File: src/rtl/core/tjlik_pkg.sv
`timescale 1ns / 1ps
// Shared types, constants and helper functions for the leg inverse kinematics solver.
package tjlik_pkg;

	localparam int CORDIC_STEPS = 16;
	localparam int STEP_W       = $clog2(CORDIC_STEPS);
	localparam int ANG_W        = 28;
	localparam int ANG_W1       = ANG_W + 1;
	localparam int CW           = 62;
	localparam int RW           = 34;
	localparam int SQ_W         = 60;
	localparam int ROOT_W       = SQ_W / 2;
	localparam int MW           = 32;
	localparam int PW           = 2 * MW;
	localparam int CFG_W        = 16;
	localparam int CIDX_W       = 3;

	localparam logic signed [ANG_W-1:0] DEG90  = ANG_W'(1474560);
	localparam logic signed [ANG_W-1:0] DEG180 = ANG_W'(2949120);

	typedef enum logic [CIDX_W-1:0] {
		REG_HIP_OFFSET  = 3'd0,
		REG_FEMUR_LEN   = 3'd1,
		REG_TIBIA_LEN   = 3'd2,
		REG_TIBIA_OFS   = 3'd3,
		REG_HIP_CENTER  = 3'd4,
		REG_FEMUR_CENTER = 3'd5,
		REG_TIBIA_CENTER = 3'd6,
		REG_LEG_CORNER  = 3'd7
	} cfg_reg_t;

	typedef enum logic [4:0] {
		ST_IDLE, ST_MUL_YY, ST_MUL_ZZ, ST_MUL_LL, ST_MUL_XX, ST_CHECK, ST_G2,
		ST_SQ_DS, ST_AT_YZ, ST_AT_HIP, ST_MUL_RR, ST_MUL_L22, ST_MUL_L33,
		ST_MUL_L23, ST_CLAMP, ST_ND, ST_SQ_A, ST_SQ_B, ST_AT_KNEE, ST_AT_ALPHA,
		ST_MUL_SS, ST_AT_BETA, ST_T2, ST_THS, ST_OUT
	} seq_st_t;

	typedef enum logic [1:0] {
		C_IDLE, C_PREP, C_NORM, C_ROT
	} cor_st_t;

	// atan(2^-i) in 1/16384 degree
	function automatic logic signed [ANG_W-1:0] atan_lut(input logic [4:0] idx);
		logic signed [ANG_W-1:0] a;
		case (idx)
			5'd0:  a = ANG_W'(737280);
			5'd1:  a = ANG_W'(435242);
			5'd2:  a = ANG_W'(229970);
			5'd3:  a = ANG_W'(116736);
			5'd4:  a = ANG_W'(58595);
			5'd5:  a = ANG_W'(29326);
			5'd6:  a = ANG_W'(14667);
			5'd7:  a = ANG_W'(7334);
			5'd8:  a = ANG_W'(3667);
			5'd9:  a = ANG_W'(1833);
			5'd10: a = ANG_W'(917);
			5'd11: a = ANG_W'(458);
			5'd12: a = ANG_W'(229);
			5'd13: a = ANG_W'(115);
			5'd14: a = ANG_W'(57);
			5'd15: a = ANG_W'(29);
			5'd16: a = ANG_W'(14);
			5'd17: a = ANG_W'(7);
			5'd18: a = ANG_W'(4);
			5'd19: a = ANG_W'(2);
			5'd20: a = ANG_W'(1);
			default: a = '0;
		endcase
		return a;
	endfunction

	// round half up to 1/64 degree and saturate to 16 bits
	function automatic logic signed [15:0] to_out(input logic signed [ANG_W-1:0] v);
		logic signed [ANG_W1-1:0] s;
		logic signed [ANG_W1-9:0] r;
		logic signed [15:0] o;
		s = ANG_W1'(v) + ANG_W1'(128);
		r = s[ANG_W1-1:8];
		if (r > 32767)
			o = 16'sh7fff;
		else if (r < -32768)
			o = 16'sh8000;
		else
			o = r[15:0];
		return o;
	endfunction

endpackage

File: src/rtl/core/tjlik_mul.sv
`timescale 1ns / 1ps
// Shared signed multiplier with a registered product.
module tjlik_mul (
	input  logic                              clk,
	input  logic                              arst_n,
	input  logic                              start,
	input  logic signed [tjlik_pkg::MW-1:0]   a,
	input  logic signed [tjlik_pkg::MW-1:0]   b,
	output logic                              done,
	output logic signed [tjlik_pkg::PW-1:0]   prod
);

	logic signed [tjlik_pkg::PW-1:0] prod_q;
	logic                            done_q;

	always_ff @(posedge clk) begin
		if (start) begin
			prod_q <= a * b;
		end
	end

	always_ff @(posedge clk or negedge arst_n) begin
		if (!arst_n) begin
			done_q <= 1'b0;
		end else begin
			done_q <= start;
		end
	end

	assign prod = prod_q;
	assign done = done_q;

endmodule

File: config.mk
export PLATFORM = sky130hd
export DESIGN_NAME = tjlik_mul
export DESIGN_NICKNAME = d
export VERILOG_FILES = /design/src/rtl/core/tjlik_pkg.sv /design/src/rtl/core/tjlik_mul.sv
export SDC_FILE = /design/constraint.sdc
export NUM_CORES = 2
export LEC_CHECK = 0
export ABC_AREA = 1
export BUFFER_PORTS_ARGS = -buffer_cell sky130_fd_sc_hd__buf_2
export CAP_MARGIN = 10
export CORE_MARGIN = 2
export CORE_UTILIZATION = 46
export CTS_BUF_LIST = sky130_fd_sc_hd__clkbuf_4 sky130_fd_sc_hd__clkbuf_8
export DETAILED_ROUTE_END_ITERATION = 8
export GPL_TIMING_DRIVEN = 0
export PLACE_DENSITY_LB_ADDON = 0.05
export SLEW_MARGIN = 20
export SYNTH_ARGS = -nofsm -noshare
export SYNTH_HDL_FRONTEND = slang
export SYNTH_SLANG_ARGS = --single-unit
File: constraint.sdc
create_clock -name clk -period 1.3 [get_ports clk]
set_input_delay 0.325 -clock clk [delete_from_list [all_inputs] [get_ports clk]]
set_output_delay 0.325 -clock clk [all_outputs]
set_load 0.02 [all_outputs]
==> impl_metrics.toml <==
[synth]
synthArstFlopShare = 0.0154
syn_inst = 5125
synth_area_um2 = 40900
synthTopCellsByArea = "fa_1, inv_1, nand2_1, ha_1, edfxtp_1"
yosysMostFrequentCell = "inv_1"
syn-num-nets = 6458
synth-simple-area-share = 0.173
synth-seq-cells = 65
yosys-top-cells-count = "inv_1, nand2_1, fa_1, clkbuf_1, ha_1"
syn_area_per_cell_um2 = 7.97
muxShareOfSynthArea = 0
synth_xor_area_frac = 0.00729
seq_area_frac_synth = 0.0476
synth-compound-area-share = 0.0124
synth_fa_ha_area_frac = 0.586
yosysTopAreaCellShare = 0.530
synth_cell_types = 28
synth_ff_type = "edfxtp_1"
synth_edf_count = 64
yosys_warnings = 0
synth_top_family_by_area = "adder cells"
yosys.area.top_type = "fa_1"

[place]
dpl.cell_count = 6421
place_area_um2 = 45300
pre_cts_ws_ns = -7.32
gp_congestion = 1.03
io_buffers = 131
dp_hpwl_um = 137000

[cts]
numCtsBuffers = 9
numClockSinks = 65
clk_path_buf_depth = 2
clk_pin_slew_ns = 0.07
htreeDepth = 3
cts_tree = "built"
cts_root_buf = "clkbuf_8"

[sta]
worst_slack_ns = -5.46
finalHoldViolations = 0
layout_min_cycle_time_ns = 6.76
drv_slew = 0
grt_setup_unrepaired = "yes"
worst_pin_slew_ns = 0.838
fin_crit_sh = 5.20
relSlewSlack = 0.441
setup_viol = 62
clock.fmax_mhz = 148

[worst_setup_path]
required_ns = 1.41
startpoint_type = "primary input"
critical_path_peak_fanout = 8
end_kind = "register"
path_common_cell = "fa_1"
max_stage_delay_ns = 0.67
crit_type = "primary input to register"
slowest_stage = "fa_2"
arrival_ns = 6.87

[drt]
detail-route-antenna-nets = 0
routedWlPerCell_um = 24.1
routed_wl_um = 160000
drt_iter0_markers = 2637
via_per_inst = 5.11
first_pass_iters = 6
via_count = 34000
drc = 0

[floorplanning]
die_w_um = 302
core_area_um2 = 88200
initial_core_util = 0.463
rows = 109
die_area_um2 = 91200
num_io_pins = 132
die_h_um = 302

[global_routing]
grt_overflow_total = 0
grt_max_degree = 66
grt_antenna_before_repair = 4
grt_pass1_vias = 35800
grt_pass1_wl_um = 238000
track_usage = 0.365

[outcome]
status = "finished with violations"
violations = "setup timing"

[cells_and_area]
n_fill_cell = 8028
seqCellArea_um2 = 1950
final-instance-count-excl-fill = 6658
layout-drive-gt1-share = 0.261
syn2layout_area_growth_pct = 27.7
multi_input_area_um2 = 35700
antenna_cells = 0
fin_area_um2 = 52200
final_nets = 6822

[worst_hold_path]
hold_class = "primary input to async pin"

[flow_run]
maxCapViolations = 0
-- sequential cells by signal (all words and copies together) (netlist names) --
name  cells
done      1
prod     64
-- routing by layer --
layer	vias to the layer above	global-route usage	wire length, um	part of all wire
met1	17500	0.492	63400	0.40
met5	-	0	28	0.00017
li1	14800	-	-	-
met3	360	0.0649	14400	0.090
met4	4	0.143	8670	0.054
met2	1388	0.588	73900	0.46
-- stage by stage --
stage | setup TNS, ns | util | hold slack [ns]
global route | -296.52 | 0.591 | 0.259
global placement | -385.41 | 0.514 | 0.0991
floorplan | -270.99 | - | 0.0294
finish | -287.75 | 0.591 | 0.256
detailed placement | -355.65 | 0.514 | 0.101
CTS | -286.10 | 0.565 | 0.234
-- worst max-delay path, delay by kind of cell --
family / cells / cell delay, ns
adder cells (fa/ha/maj): 9 / 4.50
buffers and inverters: 11 / 1.08
AND/OR/NAND/NOR: 9 / 0.94
-- area by class of cell --
class	count	share of cell area
multi-input combinational	3168	0.683
inverter	1700	0.123
buffer	192	0.0640
timing repair buffer	353	0.0612
sequential	65	0.0373
tap	1165	0.0279
clock buffer	9	0.00237
clock inverter	6	0.000959
-- placed cells by master, fill, tap and decap left out, types with 35 or more instances in the layout --
| cell type | netlist | final |
|---|---|---|
| buf_12 | 0 | 35 |
| buf_2 | 0 | 75 |
| buf_4 | 0 | 173 |
| buf_6 | 0 | 63 |
| buf_8 | 0 | 39 |
| clkbuf_16 | 0 | 75 |
| clkbuf_8 | 0 | 68 |
| edfxtp_1 | 64 | 64 |
| fa_1 | 1082 | 939 |
| fa_2 | 0 | 143 |
| ha_1 | 184 | 112 |
| ha_4 | 0 | 71 |
| inv_1 | 1692 | 1531 |
| inv_2 | 8 | 159 |
| nand2_1 | 1504 | 1239 |
| nand2_2 | 21 | 176 |
| nand2_4 | 0 | 105 |
| nand3_1 | 73 | 52 |
| nor2_1 | 93 | 43 |
| nor2_4 | 3 | 65 |
-- worst paths after layout --
path	start	end	slack (ns)
setup / recovery	a[31]	prod[57]	-5.46
hold / removal	arst_n	done	0.26
max in group asynchronous	arst_n	done	0.96
min in group clk	b[0]	prod[0]	0.34
-- timing repair --
action                                  in CTS  in global routing
hold buffers                                 1                  0
resized for setup                          765                513
buffers inserted                           130                 88
cloned                                       0                  4
pin swaps                                  229                345
endpoints found under the setup margin      63                 62
endpoints found under the hold margin        1                  0
-- cell families (layout without fill, tap and decap cells) --
family,count (synthesis),count (layout)
xor gates and xnor gates,34,34
AOI/OAI and AO/OA,95,95
DFF,65,65
buffers and inverters,1892,2260
adders and majority gates,1266,1266
and+or+nand+nor,1773,1773
Power is left out: the tool's default activity adds up to more than one toggle a clock period on the data nets, which glitch-free logic cannot reach.
