## config.mk

```make
export PLATFORM = sky130hd
export DESIGN_NAME = tjlik_sqrt
export DESIGN_NICKNAME = d
export VERILOG_FILES = /design/src/rtl/core/tjlik_pkg.sv /design/src/rtl/core/tjlik_sqrt.sv
export SDC_FILE = /design/constraint.sdc
export NUM_CORES = 1
export LEC_CHECK = 0
export BUFFER_PORTS_ARGS = -buffer_cell sky130_fd_sc_hd__buf_4
export CAP_MARGIN = 25
export CORE_ASPECT_RATIO = 0.5
export CORE_MARGIN = 2
export CORE_UTILIZATION = 57
export DETAILED_ROUTE_END_ITERATION = 8
export PLACE_DENSITY = 0.79
export SETUP_SLACK_MARGIN = 0.15
export SLEW_MARGIN = 0
export SYNTH_ARGS = -nofsm -noshare
export SYNTH_HDL_FRONTEND = slang
export SYNTH_SLANG_ARGS = --single-unit
```

## constraint.sdc

```tcl
create_clock -name clk -period 9.15 [get_ports clk]
set_clock_uncertainty 0.1 [all_clocks]
set_input_delay 1.83 -clock clk [delete_from_list [all_inputs] [get_ports clk]]
set_output_delay 1.83 -clock clk [all_outputs]
set_load 0.02 [all_outputs]
```

## src/rtl/core/tjlik_pkg.sv

```systemverilog
`timescale 1ns / 1ps
// Shared types, constants and helper functions for the leg inverse kinematics solver.
package tjlik_pkg;

	localparam int CORDIC_STEPS = 16;
	localparam int STEP_W       = $clog2(CORDIC_STEPS);
	localparam int ANG_W        = 28;
	localparam int ANG_W1       = ANG_W + 1;
	localparam int CW           = 62;
	localparam int RW           = 34;
	localparam int SQ_W         = 60;
	localparam int ROOT_W       = SQ_W / 2;
	localparam int MW           = 32;
	localparam int PW           = 2 * MW;
	localparam int CFG_W        = 16;
	localparam int CIDX_W       = 3;

	localparam logic signed [ANG_W-1:0] DEG90  = ANG_W'(1474560);
	localparam logic signed [ANG_W-1:0] DEG180 = ANG_W'(2949120);

	typedef enum logic [CIDX_W-1:0] {
		REG_HIP_OFFSET  = 3'd0,
		REG_FEMUR_LEN   = 3'd1,
		REG_TIBIA_LEN   = 3'd2,
		REG_TIBIA_OFS   = 3'd3,
		REG_HIP_CENTER  = 3'd4,
		REG_FEMUR_CENTER = 3'd5,
		REG_TIBIA_CENTER = 3'd6,
		REG_LEG_CORNER  = 3'd7
	} cfg_reg_t;

	typedef enum logic [4:0] {
		ST_IDLE, ST_MUL_YY, ST_MUL_ZZ, ST_MUL_LL, ST_MUL_XX, ST_CHECK, ST_G2,
		ST_SQ_DS, ST_AT_YZ, ST_AT_HIP, ST_MUL_RR, ST_MUL_L22, ST_MUL_L33,
		ST_MUL_L23, ST_CLAMP, ST_ND, ST_SQ_A, ST_SQ_B, ST_AT_KNEE, ST_AT_ALPHA,
		ST_MUL_SS, ST_AT_BETA, ST_T2, ST_THS, ST_OUT
	} seq_st_t;

	typedef enum logic [1:0] {
		C_IDLE, C_PREP, C_NORM, C_ROT
	} cor_st_t;

	// atan(2^-i) in 1/16384 degree
	function automatic logic signed [ANG_W-1:0] atan_lut(input logic [4:0] idx);
		logic signed [ANG_W-1:0] a;
		case (idx)
			5'd0:  a = ANG_W'(737280);
			5'd1:  a = ANG_W'(435242);
			5'd2:  a = ANG_W'(229970);
			5'd3:  a = ANG_W'(116736);
			5'd4:  a = ANG_W'(58595);
			5'd5:  a = ANG_W'(29326);
			5'd6:  a = ANG_W'(14667);
			5'd7:  a = ANG_W'(7334);
			5'd8:  a = ANG_W'(3667);
			5'd9:  a = ANG_W'(1833);
			5'd10: a = ANG_W'(917);
			5'd11: a = ANG_W'(458);
			5'd12: a = ANG_W'(229);
			5'd13: a = ANG_W'(115);
			5'd14: a = ANG_W'(57);
			5'd15: a = ANG_W'(29);
			5'd16: a = ANG_W'(14);
			5'd17: a = ANG_W'(7);
			5'd18: a = ANG_W'(4);
			5'd19: a = ANG_W'(2);
			5'd20: a = ANG_W'(1);
			default: a = '0;
		endcase
		return a;
	endfunction

	// round half up to 1/64 degree and saturate to 16 bits
	function automatic logic signed [15:0] to_out(input logic signed [ANG_W-1:0] v);
		logic signed [ANG_W1-1:0] s;
		logic signed [ANG_W1-9:0] r;
		logic signed [15:0] o;
		s = ANG_W1'(v) + ANG_W1'(128);
		r = s[ANG_W1-1:8];
		if (r > 32767)
			o = 16'sh7fff;
		else if (r < -32768)
			o = 16'sh8000;
		else
			o = r[15:0];
		return o;
	endfunction

endpackage

```

## src/rtl/core/tjlik_sqrt.sv

```systemverilog
`timescale 1ns / 1ps
// Digit-by-digit floor square root, one result bit per cycle.
module tjlik_sqrt (
	input  logic                              clk,
	input  logic                              arst_n,
	input  logic                              start,
	input  logic [tjlik_pkg::SQ_W-1:0]        rad,
	output logic                              done,
	output logic [tjlik_pkg::ROOT_W-1:0]      root
);

	localparam int SQ_W = tjlik_pkg::SQ_W;

	logic [SQ_W-1:0] v_q, r_q, bit_q;
	logic [SQ_W-1:0] trial;
	logic            busy_q, done_q;

	assign trial = r_q + bit_q;

	always_ff @(posedge clk) begin
		if (start) begin
			v_q   <= rad;
			r_q   <= '0;
			bit_q <= SQ_W'(1) << (SQ_W - 2);
		end else if (busy_q) begin
			if (v_q >= trial) begin
				v_q <= v_q - trial;
				r_q <= (r_q >> 1) + bit_q;
			end else begin
				r_q <= r_q >> 1;
			end
			bit_q <= bit_q >> 2;
		end
	end

	always_ff @(posedge clk or negedge arst_n) begin
		if (!arst_n) begin
			busy_q <= 1'b0;
			done_q <= 1'b0;
		end else begin
			done_q <= busy_q && bit_q[0];
			if (start)
				busy_q <= 1'b1;
			else if (busy_q && bit_q[0])
				busy_q <= 1'b0;
		end
	end

	assign done = done_q;
	assign root = r_q[tjlik_pkg::ROOT_W-1:0];

endmodule

```

==> impl_metrics.csv, run 1 <==
group,metric,value,unit
clock_network,cts_buffers,17,
place,gp_congestion,0.961,
logic_synthesis,ys_warn_count,0,
routing,vias,13500,
sta,relSlewSlack,29.4,%
worst_setup_path,worstSetupPathType,"register to register",
routing,wirelength,38700,um
logic_synthesis,synth-edff-count,60,
logic_synthesis,synthesis.nets,1999,
routing,drt_iter0_drc,1301,
logic_synthesis,mappedNetlistArea,14300,sq um
clock_network,htree_num_levels,4,
clock_network,clk_transition_reported_paths,60,ps
logic_synthesis,yosys.area.top_type_share,12.6,%
routing,drtAntennaViolNets,0,
global_routing,track_usage,29.1,%
layout,syn2layout_area_growth,7.35,%
die,dieArea,26500,sq um
sta,maxSlewViolCount,0,
logic_synthesis,synth_cell_type_count,86,
sta,max_freq,133,MHz
die,io_pins,94,
logic_synthesis,ys_seq_elements,152,
worst_setup_path,arrival,7480,ps
sta,rsz0062_at_grt,"false",
sta,tightest_slew,1060,ps
place,post_dp_cell_area,14800,sq um
routing,wl_per_cell,18.0,um
global_routing,grt_overflow,0,
global_routing,grt_max_degree,116,
flow_run,cap_viol_max_count,0,
place,place_hpwl,28900,um
worst_setup_path,cp.required,9130,ps
worst_setup_path,crit_chain,"ha_1 -> ha_1 -> a21oi_1 -> o21ai_0 -> a31oi_1 -> o21bai_1 -> a211oi_1 -> o31ai_1 -> a31oi_1 -> o21ai_0 -> a41oi_1 -> xor2_1 -> ha_1 -> nand4_1 -> nor4_1 -> nand3_1 -> o32ai_1 -> a21oi_1 -> o211ai_1 -> nor2_4 -> buf_4 -> o21ai_4 -> buf_4",
power,p_total,4.91,mW
layout,n_antenna_cell,0,
layout,fill_cells,2214,
sta,tns,0,ps
logic_synthesis,synth_area_leaders,"dfxtp_1 13%, edfxtp_1 13%, ha_1 11%",
worst_setup_path,worstSetupEndpointType,"register",
clock_network,post_cts_resized,0,
die,row_count,40,
routing,dr.pass1.iters,6,
global_routing,grt_pass1_vias,12100,
routing,viasPerCell,6.27,
logic_synthesis,synthArstFlopShare,1.32,%
worst_setup_path,max_stage_delay,760,ps
power,power_density,319,nW/um^2
routing,drc_errors,0,
clock_network,cts_hold_buf,0,
global_routing,antenna_found_initial,0,
die,die_y,116,um
logic_synthesis,synth-seq-area-share,25.5,%
die,core_region_area,24300,sq um
logic_synthesis,yosysTopAreaCell,"dfxtp_1",
clock_network,clock_latency,460,ps
layout,final_cells,2149,
die,start_util,58.9,%
logic_synthesis,synth_area_per_cell,7.90,sq um
worst_setup_path,cp_slowest_cell,"a211oi_1",
sta,final-setup-viol-count,0,
worst_setup_path,crit_fanout,60,
clock_network,cts_buffer_depth,2,
min_path,hold_class,"register to register",
clock_network,cts_tree,"done",
layout,final_layout_size_suffix_gt1_share,10.2,%
logic_synthesis,syn_inst,1813,
worst_setup_path,cp-start-kind,"register",
sta,final-hold-violation-count,0,
global_routing,grt_pass1_wl,62000,um
die,die_x,228,um
clock_network,root_buffer,"clkbuf_16",
logic_synthesis,synth_top_flop_cell,"dfxtp_1",
place,dp.cells,2116,
run_status,outcome,"complete, no violations",
place,port_buffers,93,
clock_network,cts_sinks,152,
power,p_leak,6.20,nW
layout,stdcell_area,15400,sq um
sta,min_period,7510,ps
clock_network,post_cts_buffers,0,
power,peakVddDrop,0.162,mV
layout,final_nets,1986,
layout,final_core_util,63.2,%
worst_setup_path,crit_path_frequent_cell,"ha_1",
sta,fin_crit_sh,82.0,%
[cell usage after synthesis (13+ instances only)]
library cell  instances
nand2_1             218
nor2_1              173
o21ai_0             154
ha_1                122
a21oi_1             104
dfxtp_1              90
xnor2_1              85
clkbuf_1             70
xor2_1               64
edfxtp_1             60
a31oi_1              59
nand4_1              47
inv_1                45
mux2i_1              43
a21o_1               37
nand3_1              37
a211oi_1             35
buf_4                33
o21bai_1             22
nor3_1               21
a311oi_1             16
o21a_1               15
a221oi_1             14
buf_2                14
or3_1                14
nor2b_1              13
[metrics by stage]
| step | hold slack [ps] | worst slack [ps] |
|---|---|---|
| floorplan | 374 | 1320 |
| global placement | 399 | 2240 |
| detailed placement | 405 | 1960 |
| CTS | 414 | 1900 |
| global route | 444 | 1300 |
| finish | 415 | 1640 |
[cells by family after synthesis]
kind of cell	after synthesis	share of synthesized area [%]
AND/OR/NAND/NOR	597	19.0
AO/OA/AOI/OAI	566	26.1
buffers and inverters	175	5.84
flip-flops	152	25.5
XOR/XNOR	149	9.11
adder cells (fa/ha/maj)	123	10.8
multiplexers	51	3.66
[worst max-delay path: cells and delay by family, from the launching register on]
family / cells / cell delay (ps)
AOI/OAI and AO/OA: 13 / 3620
xor gates and xnor gates: 1 / 110
adders and majority gates: 3 / 860
buffers and inverters: 2 / 1000
DFF: 1 / 350
and+or+nand+nor: 4 / 1000
[cell type report]
type | count | area (sq um) | share of cell area, %
inverter | 45 | 169 | 1.10
clock buffer | 20 | 447 | 2.91
timing repair buffer | 98 | 752 | 4.89
clock inverter | 12 | 77.6 | 0.505
tap | 336 | 420 | 2.74
sequential | 152 | 3660 | 23.8
multi-input combinational | 1486 | 9850 | 64.1
[state kept, by name, summed over array words and instances, names as in the netlist]
register / count
v_q: 60
done: 1
busy_q: 1
bit_q: 30
r_q: 60
[per-layer routing]
metal	share of wire [%]	up-vias	track usage (%)	routed length (um)
li1	-	6618	-	-
met1	47	6357	39.9	18300
met2	44	448	47.2	17000
met3	7.3	41	6.10	2840
met4	1.5	0	7.58	566
met5	0	-	0	0
[power by group]
part	switching, mW	internal (mW)	total [mW]
logic	1.86	1.20	3.07
registers	0.190	0.996	1.19
clock network	0.303	0.351	0.655
[worst paths after layout]
kind,start,endpoint,slack (ps),depth (start not counted)
worst max-delay path,bit_q[0],v_q[49],1640,23
worst min-delay path,r_q[0],r_q[0],420,2
worst max register to register,bit_q[0],v_q[49],1640,23
worst min register to register,r_q[0],r_q[0],420,2
max in group asynchronous,arst_n,busy_q,7800,1
min in group asynchronous,arst_n,done,1050,1
[placed cells by master, fill, tap and decap left out, types with 16 or more instances in the layout]
cell type  count
xnor2_1       85
xor2_1        64
a21o_1        37
mux2i_1       43
a21oi_1      104
o21bai_1      22
o21ai_0      153
ha_1         122
clkbuf_16     17
a211oi_1      35
buf_4         96
nand2_1      218
a31oi_1       59
edfxtp_1      60
nor3_1        21
inv_1         45
dfxtp_1       90
nand4_1       47
a311oi_1      16
nor2_1       172
nand3_1       37
Note: power is estimated with default switching activity, not from simulation.
==> run 2: changes to the inputs <==
CORE_UTILIZATION = 61   (was 57)
PLACE_DENSITY = 0.8   (was 0.79)
clock period = 7.2 ns   (was 9.15 ns; I/O delays follow)
==> run 2 against run 1 <==
Clock power increased by 49%. Via count increased by 3.7%. Maximum frequency increased by 13%. Clock-buffer cell count increased by 2. Combinational power increased by 31%. First-iteration DRC count increased by 25%. Cell count decreased by 1.1%. Sequential cell count unchanged. Wire length increased by 6.7%. Worst setup slack got worse by 1100 ps. Register-to-register slack got worse by 1100 ps. Highest routed layer unchanged.
==> impl_metrics.csv, run 2 (synthesis gave the netlist of run 1 again) <==
group,metric,value,unit
worst_setup_path,max_stage_delay,480,ps
sta,final-hold-violation-count,0,
place,gp_congestion,1.01,
layout,syn2layout_area_growth,8.30,%
routing,wl_per_cell,19.4,um
routing,drtAntennaViolNets,0,
sta,min_period,6620,ps
global_routing,antenna_found_initial,0,
sta,rsz0062_at_grt,"false",
routing,vias,14000,
sta,max_freq,151,MHz
layout,final_layout_size_suffix_gt1_share,10.6,%
worst_setup_path,cp-start-kind,"register",
global_routing,track_usage,32.9,%
power,combPwrFrac,61.9,%
global_routing,grt_use_met1,44.9,%
die,io_pins,94,
die,row_count,39,
sta,tightest_slew,1050,ps
worst_setup_path,worstSetupEndpointType,"register",
power,p_clk_share,15.0,%
clock_network,cts_buffer_depth,2,
layout,top_regs,"r_q x60, v_q x60, bit_q x30",
clock_network,clk_transition_reported_paths,60,ps
power,p_int,3.37,mW
clock_network,htree_num_levels,4,
die,start_util,62.4,%
power,peakVddDrop,0.283,mV
layout,final_cell_mix,"218 x nand2_1, 172 x nor2_1, 152 x o21ai_0, 122 x ha_1, 104 x a21oi_1",
power,power_density,419,nW/um^2
layout,seq_area,3660,sq um
die,dieArea,24800,sq um
place,place_hpwl,30400,um
routing,dr.pass1.iters,6,
worst_setup_path,worstSetupPathType,"register to register",
min_path,hold_class,"register to register",
global_routing,grt_use_met2,52.5,%
layout,n_antenna_cell,0,
sta,maxSlewViolCount,0,
global_routing,met3_usage,7.07,%
global_routing,busiest_layer,"met2",
clock_network,clock_latency,470,ps
clock_network,root_buffer,"clkbuf_16",
flow_run,cap_viol_max_count,0,
global_routing,grt_pass1_vias,12900,
routing,drc_errors,0,
worst_setup_path,crit_chain,"ha_1 -> a21oi_1 -> o21ai_0 -> a31oi_1 -> o21bai_1 -> a211oi_2 -> o31ai_1 -> a31oi_1 -> o21ai_0 -> a41oi_1 -> xor2_1 -> ha_1 -> nand4_1 -> nor4_2 -> nand3_1 -> o32ai_1 -> a21oi_1 -> o211ai_1 -> or2_1 -> buf_12 -> mux2_2 -> mux2i_1 -> nor2_1",
power,power_frac_seq,23.0,%
die,core_region_area,22900,sq um
clock_network,cts_buffers,17,
routing,viasPerCell,6.57,
layout,final_common_cell,"nand2_1",
worst_setup_path,cp.required,7420,ps
layout,final_nets,1991,
layout,fill_cells,1919,
power,p_sw,3.13,mW
power,p_leak,6.28,nW
sta,relSlewSlack,30.0,%
die,die_y,112,um
die,die_x,221,um
clock_network,cts_sinks,152,
global_routing,grt_pass1_wl,65400,um
routing,wirelength,41200,um
global_routing,grt_overflow,0,
clock_network,cts_tree,"done",
sta,hold_slack,415,ps
worst_setup_path,cp_slowest_cell,"a211oi_2",
sta,final-setup-viol-count,0,
layout,multi_input_area,9870,sq um
power,swShare,48.1,%
worst_setup_path,arrival,6840,ps
run_status,outcome,"complete, no violations",
clock_network,cts_hold_buf,0,
global_routing,grt_max_degree,91,
routing,drt_iter0_drc,1628,
sta,tns,0,ps
sta,fin_crit_sh,91.9,%
place,port_buffers,93,
worst_setup_path,crit_fanout,51,
run 2: cell types whose count changed in the layout (fill, tap and decap cells not counted), sizes merged:
cell / before / now
clkinv: 8 / 2
buf: 98 / 102
inv: 47 / 50
clkbuf: 20 / 22
bufinv: 0 / 1
nor2: 181 / 182
run 2: worst max-delay path: cells and delay by family, from the launching register on:
family                   cells  cell delay [ps]
AO/OA/AOI/OAI               12             3280
AND/OR/NAND/NOR              5             1020
adder cells (fa/ha/maj)      2              750
multiplexers                 2              490
flip-flops                   1              440
buffers and inverters        1              250
XOR/XNOR                     1              100
run 2: stage by stage:
step	util [%]	area [sq um]	setup slack, ps	std cells	power, mW
floorplan	-	14300	522	1813	4.52
global placement	64.8	14900	870	2092	5.29
detailed placement	64.8	14900	539	2092	5.39
CTS	67.5	15500	491	2124	6.39
global route	67.6	15500	183	2125	6.93
finish	67.6	15500	580	2125	6.50
run 2: cell type report:
cell class,count,share of cell area (%)
multi-input combinational,1487,63.7
sequential,152,23.6
timing repair buffer,102,5.12
clock inverter,10,0.645
tap,307,2.48
inverter,45,1.09
clock buffer,22,3.40
run 2: path summary, 6_finish.rpt:
kind	to	slack, ps	startpoint	cells after the start
setup / recovery	r_q[28]	580	r_q[2]	23
hold / removal	r_q[0]	420	r_q[0]	2
setup reg to reg	r_q[28]	580	r_q[2]	23
hold reg to reg	r_q[0]	420	r_q[0]	2
max in group asynchronous	busy_q	6240	arst_n	1
min in group asynchronous	done	650	arst_n	1
run 2: what timing repair did:
action                     in CTS  in global routing
gates resized for setup         0                  4
buffers inserted                0                  0
setup endpoints to repair       0                115
run 2: layer usage:
| metal | share of wire, % | vias up | wire length [um] |
|---|---|---|---|
| met1 | 45 | 6605 | 18500 |
| met2 | 45 | 637 | 18400 |
| met3 | 8.4 | 77 | 3450 |
| li1 | - | 6638 | - |
| met4 | 2.1 | 0 | 860 |
| met5 | 0 | - | 0 |
run 2: power by group through the flow:
stage                     clock, mW  combinational [mW]  sequential (mW)
after floorplan                   0                3.12             1.40
after global routing           1.02                4.39             1.52
after detailed placement          0                3.89             1.50
after CTS                     0.986                3.91             1.49
final                         0.976                4.03             1.50
after global placement            0                3.79             1.50
